`src/hdl/grh_pkg.sv`:
```
// grh_pkg: request and result types, codes and fixed widths of the gated ratio histogrammer
// no dependencies; imported by every module of the block
package grh_pkg;

    typedef struct packed {
        logic               op;
        logic [5:0]         channel;
        logic [3:0]         fit_type;
        logic [23:0]        chisq;
        logic [9:0]         ndf;
        logic signed [19:0] fast_amp;
        logic signed [19:0] slow_amp;
        logic [14:0]        read_bin;
    } cmd_t;

    typedef struct packed {
        logic        accepted;
        logic [1:0]  reject_code;
        logic [14:0] bin;
        logic [31:0] count;
    } result_t;

    // control between sequencer and histogram store
    typedef struct packed {
        logic valid;
        logic incr;
    } store_req_t;

    localparam logic OP_ACCUM = 1'b0;
    localparam logic OP_READ  = 1'b1;

    localparam logic [1:0] REJ_OK   = 2'd0;
    localparam logic [1:0] REJ_TYPE = 2'd1;
    localparam logic [1:0] REJ_CHI  = 2'd2;
    localparam logic [1:0] REJ_BAD  = 2'd3;

    localparam int CFG_IDX_W = 2;
    localparam logic [CFG_IDX_W-1:0] CFG_TYPE_LOW  = 2'd0;
    localparam logic [CFG_IDX_W-1:0] CFG_TYPE_HIGH = 2'd1;
    localparam logic [CFG_IDX_W-1:0] CFG_CHI_LOW   = 2'd2;
    localparam logic [CFG_IDX_W-1:0] CFG_CHI_HIGH  = 2'd3;
    localparam int CFG_DATA_W = 24;

    localparam logic [3:0]  TYPE_LOW_RST  = 4'd0;
    localparam logic [3:0]  TYPE_HIGH_RST = 4'd15;
    localparam logic [23:0] CHI_LOW_RST   = 24'd0;
    localparam logic [23:0] CHI_HIGH_RST  = 24'hFFFFFF;

    // ratio scale and divider widths: 100 * (2^19 - 1) fits in 26 bits
    localparam int RATIO_SCALE = 100;
    localparam int NUM_W       = 26;
    localparam int DEN_W       = 19;
    localparam int PROD_W      = 34;
    localparam logic [31:0] COUNT_MAX = 32'hFFFFFFFF;

endpackage

```
`src/hdl/grh_divider.sv`:
```
// grh_divider: restoring shift-subtract divider, one quotient bit per cycle
// depends on grh_pkg for the operand widths
module grh_divider (
    input  logic                     clk,
    input  logic                     rst_n,
    input  logic                     start,
    input  logic [grh_pkg::NUM_W-1:0] num,
    input  logic [grh_pkg::DEN_W-1:0] den,
    output logic                     done,
    output logic [grh_pkg::NUM_W-1:0] quo,
    output logic [grh_pkg::DEN_W-1:0] rem
);
    import grh_pkg::*;

    localparam int CNT_W = $clog2(NUM_W + 1);

    logic [NUM_W-1:0] quo_reg, quo_next;
    logic [DEN_W-1:0] rem_reg, rem_next;
    logic [DEN_W-1:0] den_reg, den_next;
    logic [CNT_W-1:0] cnt_reg, cnt_next;
    logic             done_reg, done_next;
    logic [DEN_W:0]   shifted;
    logic [DEN_W+1:0] trial;

    // one shared subtractor: partial remainder minus divisor
    assign shifted = {rem_reg, quo_reg[NUM_W-1]};
    assign trial   = {1'b0, shifted} - {2'b00, den_reg};

    always_comb
    begin
        quo_next  = quo_reg;
        rem_next  = rem_reg;
        den_next  = den_reg;
        cnt_next  = cnt_reg;
        done_next = 1'b0;
        if (start)
        begin
            quo_next = num;
            rem_next = '0;
            den_next = den;
            cnt_next = CNT_W'(NUM_W);
        end
        else if (cnt_reg != '0)
        begin
            if (trial[DEN_W+1])
            begin
                rem_next = shifted[DEN_W-1:0];
                quo_next = {quo_reg[NUM_W-2:0], 1'b0};
            end
            else
            begin
                rem_next = trial[DEN_W-1:0];
                quo_next = {quo_reg[NUM_W-2:0], 1'b1};
            end
            cnt_next = cnt_reg - 1'b1;
            if (cnt_reg == CNT_W'(1))
            begin
                done_next = 1'b1;
            end
        end
    end

    always_ff @(posedge clk or negedge rst_n)
    begin
        if (!rst_n)
        begin
            quo_reg  <= '0;
            rem_reg  <= '0;
            den_reg  <= '0;
            cnt_reg  <= '0;
            done_reg <= 1'b0;
        end
        else
        begin
            quo_reg  <= quo_next;
            rem_reg  <= rem_next;
            den_reg  <= den_next;
            cnt_reg  <= cnt_next;
            done_reg <= done_next;
        end
    end

    assign done = done_reg;
    assign quo  = quo_reg;
    assign rem  = rem_reg;

endmodule

```
`config.mk`:
```
export PLATFORM = sky130hd
export DESIGN_NAME = grh_divider
export DESIGN_NICKNAME = d
export VERILOG_FILES = /design/src/hdl/grh_pkg.sv /design/src/hdl/grh_divider.sv
export SDC_FILE = /design/constraint.sdc
export NUM_CORES = 1
export LEC_CHECK = 0
export ABC_AREA = 1
export BUFFER_PORTS_ARGS = -buffer_cell sky130_fd_sc_hd__buf_2
export CELL_PAD_IN_SITES_DETAIL_PLACEMENT = 0
export CELL_PAD_IN_SITES_GLOBAL_PLACEMENT = 2
export CORE_ASPECT_RATIO = 0.7
export CORE_MARGIN = 1.5
export CORE_UTILIZATION = 32
export CTS_CLUSTER_DIAMETER = 50
export DETAILED_ROUTE_END_ITERATION = 10
export PLACE_DENSITY = 0.83
export SETUP_SLACK_MARGIN = 0.02
export SYNTH_ARGS = -nofsm -noshare
export SYNTH_HDL_FRONTEND = slang
export SYNTH_SLANG_ARGS = --single-unit
```
`constraint.sdc`:
```
create_clock -name clk -period 3.3 [get_ports clk]
set_clock_uncertainty 0.1 [all_clocks]
set_input_delay 0.33 -clock clk [delete_from_list [all_inputs] [get_ports clk]]
set_output_delay 0.33 -clock clk [all_outputs]
set_load 0.02 [all_outputs]
```
==> results.json, run 1 <==
{
  "status": "finished, final reports clean",
  "cts_tree": "built",
  "hold_buffers": 0,
  "tightest_slew_ns": 0.925,
  "synth_area_leaders": "dfrtp_1 40%, nand2_1 22%, inv_1 7.6%",
  "cts_resized": 0,
  "slew_violations": 0,
  "initial_core_util_pct": 33.0,
  "synth_edf_count": 0,
  "gp_congestion": 0.836,
  "cp_slowest_cell": "fa_1",
  "finalSetupViolations": 0,
  "grt_overflow_total": 0,
  "setup.worst_path.end_class": "flip-flop",
  "finalHoldViolCount": 0,
  "antenna_cells": 0,
  "fin_cells": 909,
  "cp-startpoint": "quo[25]",
  "largest_register_ffs": 26,
  "crit_type": "reg -> reg",
  "place_hpwl_um": 10000,
  "syn_area_mm2": 0.00436,
  "synth_commonest_cells": "252 x nand2_1, 88 x inv_1, 70 x dfrtp_1, 63 x nand3_1, 26 x nor2_1",
  "synth_mux_area_share_pct": 0,
  "cts_sinks": 70,
  "drt-total-wl_um": 13200,
  "die_w_um": 143,
  "numPortBuffers": 93,
  "min_path_type": "in -> async",
  "cp.required_ns": 3.46,
  "drc": 0,
  "crit_fanout": 16,
  "ys_ff_latch": 70,
  "start_kind": "flip-flop",
  "vias_per_cell": 4.61,
  "vdd_drop_max_v": 0.000314,
  "areaGrowthSynthToFinish_pct": 22.4,
  "grt_pass1_wl_um": 21700,
  "p_leak_nw": 2.98,
  "placed_cell_area_mm2": 0.00501,
  "setup_tns_ns": 0,
  "synth-adder-area-share_pct": 6.77,
  "h-tree-depth": 3,
  "synthArstFlopShare_pct": 100,
  "fin_nets": 790,
  "fin_crit_sh_pct": 82.3,
  "dp_cells": 893,
  "hold_ws_ns": 0.0218,
  "grt_max_degree": 71,
  "synthesis.area_per_instance_um2": 6.93,
  "coreArea_mm2": 0.0132,
  "reg2reg_from": "quo[25]",
  "relSlewSlack_pct": 38.3,
  "max_stage_delay_ns": 0.44,
  "antenna_found_initial": 0,
  "ant_nets": 0,
  "synth_top_family_by_area": "simple AND/OR/NAND/NOR gates",
  "synth_compound_area_share_pct": 6.37,
  "postCtsSetupBuffers": 0,
  "cts_made_buffers": 9,
  "syn_nets": 700,
  "maxCapViolCount": 0,
  "synth_top_area_share_pct": 40.2,
  "grt.total_usage_pct": 19.7,
  "synth_top_cell_by_area": "dfrtp_1",
  "wire_per_inst_um": 14.5,
  "seq_area_frac_synth_pct": 40.2,
  "synthSimpleGateAreaFrac_pct": 35.1,
  "final.min_clock_period_ns": 2.71,
  "vias": 4193,
  "die_h_um": 101,
  "synthFlopType": "dfrtp_1",
  "grt_pass1_vias": 4053,
  "synth_warnings": 0,
  "n_fill_cell": 1482,
  "clock_path_buffers": 2,
  "power.density_mw_per_mm2": 789,
  "rows": 35,
  "critPathMostFrequentCell": "nand2_1",
  "insertion_delay_ns": 0.34,
  "drt_iter0_markers": 249,
  "synth_cells": 629,
  "num_io_pins": 94,
  "crit_chain": "inv_1 -> ha_1 -> inv_1 -> fa_1 -> nand2_1 -> nand2_1 -> and2_1 -> nand3_2 -> nand3_2 -> buf_4 -> nand2_1 -> nand2_1 -> o21ai_1",
  "yosysMostFrequentCell": "nand2_1",
  "rsz0062_at_grt": "no",
  "synth_cell_types": 28,
  "cp.arrival_ns": 2.87,
  "clk_pin_slew_ns": 0.06,
  "fmax_mhz": 368,
  "synth-xor-area-share_pct": 1.61,
  "stdcell_area_mm2": 0.00534,
  "first_pass_iters": 4,
  "dieArea_mm2": 0.0144,
  "drive_gt1_share_pct": 17.1,
  "root_buffer": "clkbuf_16"
}
[layout make-up]
type	count	area [um2]	share of cell area, %
Clock buffer	11	243	4.55
Clock inverter	5	82.6	1.55
Inverter	89	334	6.26
Multi-Input combinational cell	450	2180	40.9
Sequential cell	70	1750	32.8
Tap cell	185	231	4.34
Timing Repair Buffer	99	513	9.61
[power by group]
part | switching, mW | internal [mW]
clock | 0.397 | 0.685
combinational | 1.29 | 0.680
sequential | 0.150 | 1.01
total | 1.84 | 2.37
[layout by cell type (no fill, tap or decap), types with 2 or more instances in the layout]
master	n
dfrtp_1	70
nor2_2	2
nand4_1	13
xnor2_1	6
ha_1	22
nor3_1	5
nand3_1	63
nand2_1	252
o21ai_0	24
a21oi_1	13
nor2_1	25
nand3_2	3
clkinv_4	2
xor2_1	2
nor2_4	2
o211ai_1	3
clkbuf_16	9
inv_1	88
o21ai_1	8
buf_2	92
buf_4	7
bufinv_16	2
[cells by family (layout without fill, tap and decap cells)]
logic type               after synthesis  in the layout
adder cells (fa/ha/maj)               23             23
XOR/XNOR                               8              8
buffers and inverters                109            204
flip-flops                            70             70
AND/OR/NAND/NOR                      367            367
AO/OA/AOI/OAI                         52             52
[stage by stage]
stage               utilization [%]  total power [mW]  setup slack [ns]
global placement               37.9              3.14             0.710
detailed placement             37.9              3.15             0.600
finish                         40.4              4.21             0.586
floorplan                         -              2.57              1.09
CTS                            40.4              4.26             0.580
global route                   40.4              4.60             0.314
[per-layer routing]
layer	part of all wire, %	vias to the layer above	global-route usage, %
met5	0	-	0
met4	0.90	0	5.39
met3	4.8	6	4.37
met2	41	85	27.3
met1	53	1948	30.3
li1	-	2154	-
[final timing paths]
| kind | end | slack, ns | cells after the start |
|---|---|---|---|
| setup / recovery | rem[1] | 0.59 | 13 |
| hold / removal | rem[18] | 0.02 | 1 |
| setup reg to reg | rem[1] | 0.59 | 13 |
| hold reg to reg | quo[2] | 0.41 | 2 |
| max in group asynchronous | den_reg[4] | 2.47 | 1 |
| min in group clk | den_reg[0] | 0.09 | 3 |
[critical path, delay by kind of cell, from the launching register on]
| family | cells | cell delay (ns) |
|---|---|---|
| compound gates | 1 | 0.16 |
| fa+ha+maj | 2 | 0.58 |
| buf+inv | 3 | 0.44 |
| flops | 1 | 0.39 |
| simple gates | 7 | 0.95 |
No activity file was read; power rests on OpenSTA's default activity.
==> run 2: changes to the inputs <==
Settings changed: CORE_UTILIZATION 32 to 27, PLACE_DENSITY 0.83 to 0.74.
Clock period 3.3 ns to 2.4 ns, I/O delays scaled along.
==> results.json, run 2 (same netlist as run 1, synthesis figures left out) <==
{
  "areaGrowthSynthToFinish_pct": 28.7,
  "final_common_cell": "nand2_1",
  "cp_num_buf_inv": 3,
  "rows": 38,
  "gp_congestion": 0.830,
  "cts_sinks": 70,
  "antenna_found_initial": 0,
  "grt_pass1_wl_um": 22500,
  "place_hpwl_um": 10900,
  "setup_tns_ns": 0,
  "num_io_pins": 94,
  "power.density_mw_per_mm2": 1080,
  "fin_crit_sh_pct": 93.0,
  "insertion_delay_ns": 0.34,
  "cts_made_buffers": 9,
  "slew_violations": 0,
  "start_kind": "flip-flop",
  "wl_met2_um": 5660,
  "finalHoldViolCount": 0,
  "register_area_mm2": 0.00175,
  "drc": 0,
  "cp-startpoint": "quo[25]",
  "whs_path_depth": 3,
  "maxCapViolCount": 0,
  "met1_length_um": 7730,
  "setup.worst_path.end_class": "flip-flop",
  "grt_max_degree": 40,
  "max_stage_delay_ns": 0.40,
  "critPathMostFrequentCell": "nand2_1",
  "cts_tree": "built",
  "mostFrequentLayoutCells": "250 x nand2_1, 92 x buf_2, 87 x inv_1, 70 x dfrtp_1, 62 x nand3_1",
  "p_leak_nw": 3.08,
  "cp-endpoint": "rem[13]",
  "vdd_drop_max_v": 0.000342,
  "switching_share_pct": 43.6,
  "finalSetupViolations": 0,
  "antenna_cells": 0,
  "clock_path_buffers": 2,
  "largest_register_ffs": 26,
  "relSlewSlack_pct": 62.6,
  "vias_per_cell": 4.58,
  "first_pass_iters": 4,
  "status": "finished, final reports clean",
  "crit_chain": "inv_2 -> ha_1 -> inv_1 -> fa_2 -> nand2_1 -> nand2_2 -> and2_4 -> nand3_2 -> nand3_4 -> buf_6 -> nand2_1 -> o21ai_1 -> nand2_1",
  "rsz0062_at_grt": "no",
  "power_frac_comb_pct": 48.8,
  "dieArea_mm2": 0.0169,
  "wire_per_inst_um": 14.9,
  "power_frac_seq_pct": 26.6,
  "fin_nets": 808,
  "root_buffer": "clkbuf_16",
  "p_int_mw": 3.42,
  "initial_core_util_pct": 27.9,
  "cp.required_ns": 2.52,
  "tightest_slew_ns": 0.561,
  "vias": 4314,
  "cp.arrival_ns": 2.35,
  "multiInputGateArea_mm2": 0.00227,
  "drt_iter0_markers": 248,
  "drt-total-wl_um": 14000,
  "numPortBuffers": 93,
  "postCtsSetupBuffers": 0,
  "r2r_cells": 13,
  "crit_type": "reg -> reg",
  "highest_layer": "met4",
  "n_fill_cell": 1666,
  "drive_gt1_share_pct": 20.8,
  "reg2reg_from": "quo[25]",
  "power.switching_mw": 2.64,
  "grt_overflow_total": 0,
  "coreArea_mm2": 0.0156,
  "min_path_type": "in -> reg",
  "ant_nets": 0,
  "hold_ws_ns": 0.00860,
  "crit_family": "simple AND/OR/NAND/NOR gates",
  "grt.total_usage_pct": 17.4,
  "grt_pass1_vias": 4144,
  "die_w_um": 155,
  "rr_endpoint": "rem[13]",
  "die_h_um": 109,
  "fmax_mhz": 448,
  "final.min_clock_period_ns": 2.23,
  "cp_slowest_cell": "dfrtp_1",
  "reg2reg_slack_ns": 0.17,
  "cp.depth": 13,
  "h-tree-depth": 3,
  "clockPowerShare_pct": 24.6,
  "wl_met3_um": 553,
  "crit_fanout": 10,
  "clk_pin_slew_ns": 0.06
}
==> run 2: cell types whose count changed in the layout (fill, tap and decap cells not counted), sizes merged <==
cell,before,now
clkinv,3,2
clkbuf,11,10
dlygate4sd3,0,3
buf,99,114
inv,89,90
clkinvlp,0,1
==> run 2: power groups by stage <==
stage	Clock (mW)	Combinational, mW	Sequential, mW
3_3_place_gp	0	2.82	1.62
3_5_place_dp	0	2.82	1.62
2_1_floorplan	0	1.78	1.76
4_1_cts	1.54	2.84	1.60
5_1_grt	1.60	3.36	1.64
6_report	1.49	2.96	1.61
==> run 2: worst min-delay path by stage <==
stage                       endpoint  startpoint  slack, ns
after floorplan           cnt_reg[0]       rst_n      -0.16
final                     den_reg[0]      den[0]      0.009
after detailed placement     rem[15]       rst_n       0.17
after CTS                 den_reg[7]      den[7]     0.0001
after global placement       rem[15]       rst_n       0.16
after global routing      den_reg[7]      den[7]       0.02
==> run 2: stage by stage <==
step | power (mW) | instance area [um2] | worst slack (ns) | util, % | std cells
2_1_floorplan | 3.54 | 4360 | 0.192 | - | 629
3_3_place_gp | 4.44 | 5140 | 0.143 | 32.9 | 923
3_5_place_dp | 4.44 | 5140 | 0.0570 | 32.9 | 923
4_1_cts | 5.98 | 5510 | 0.0351 | 35.2 | 942
5_1_grt | 6.60 | 5610 | 0.00335 | 35.9 | 942
6_report | 6.07 | 5610 | 0.169 | 35.9 | 942
==> run 2: cell type report <==
type / instances / area share [%]
clock buffers: 10 / 4.26
clock inverters: 6 / 1.67
inverters: 89 / 5.95
multi-input cells: 450 / 40.5
flip-flops and latches: 70 / 31.2
well taps: 200 / 4.46
repair buffers: 117 / 12.0
==> run 2: what timing repair did <==
item,CTS,global route
hold endpoints to repair,38,0
gates resized for setup,1,20
hold buffers,3,0
endpoints found under the setup margin,1,20
pin swaps,0,2
==> run 2: routing by layer <==
layer | global-route usage (%) | vias up
li1 | - | 2191
met1 | 26.8 | 2020
met2 | 24.7 | 94
met3 | 3.39 | 9
met4 | 3.50 | 0
met5 | 0 | -
==> run 2: worst reg2reg max path: stages, from the launching register on <==
cell and delay [ns]:
dfrtp_1 0.40, inv_2 0.05, ha_1 0.19, inv_1 0.12, fa_2 0.23, nand2_1 0.07, nand2_2 0.10, and2_4 0.16
nand3_2 0.14, nand3_4 0.13, buf_6 0.16, nand2_1 0.07, o21ai_1 0.13, nand2_1 0.06
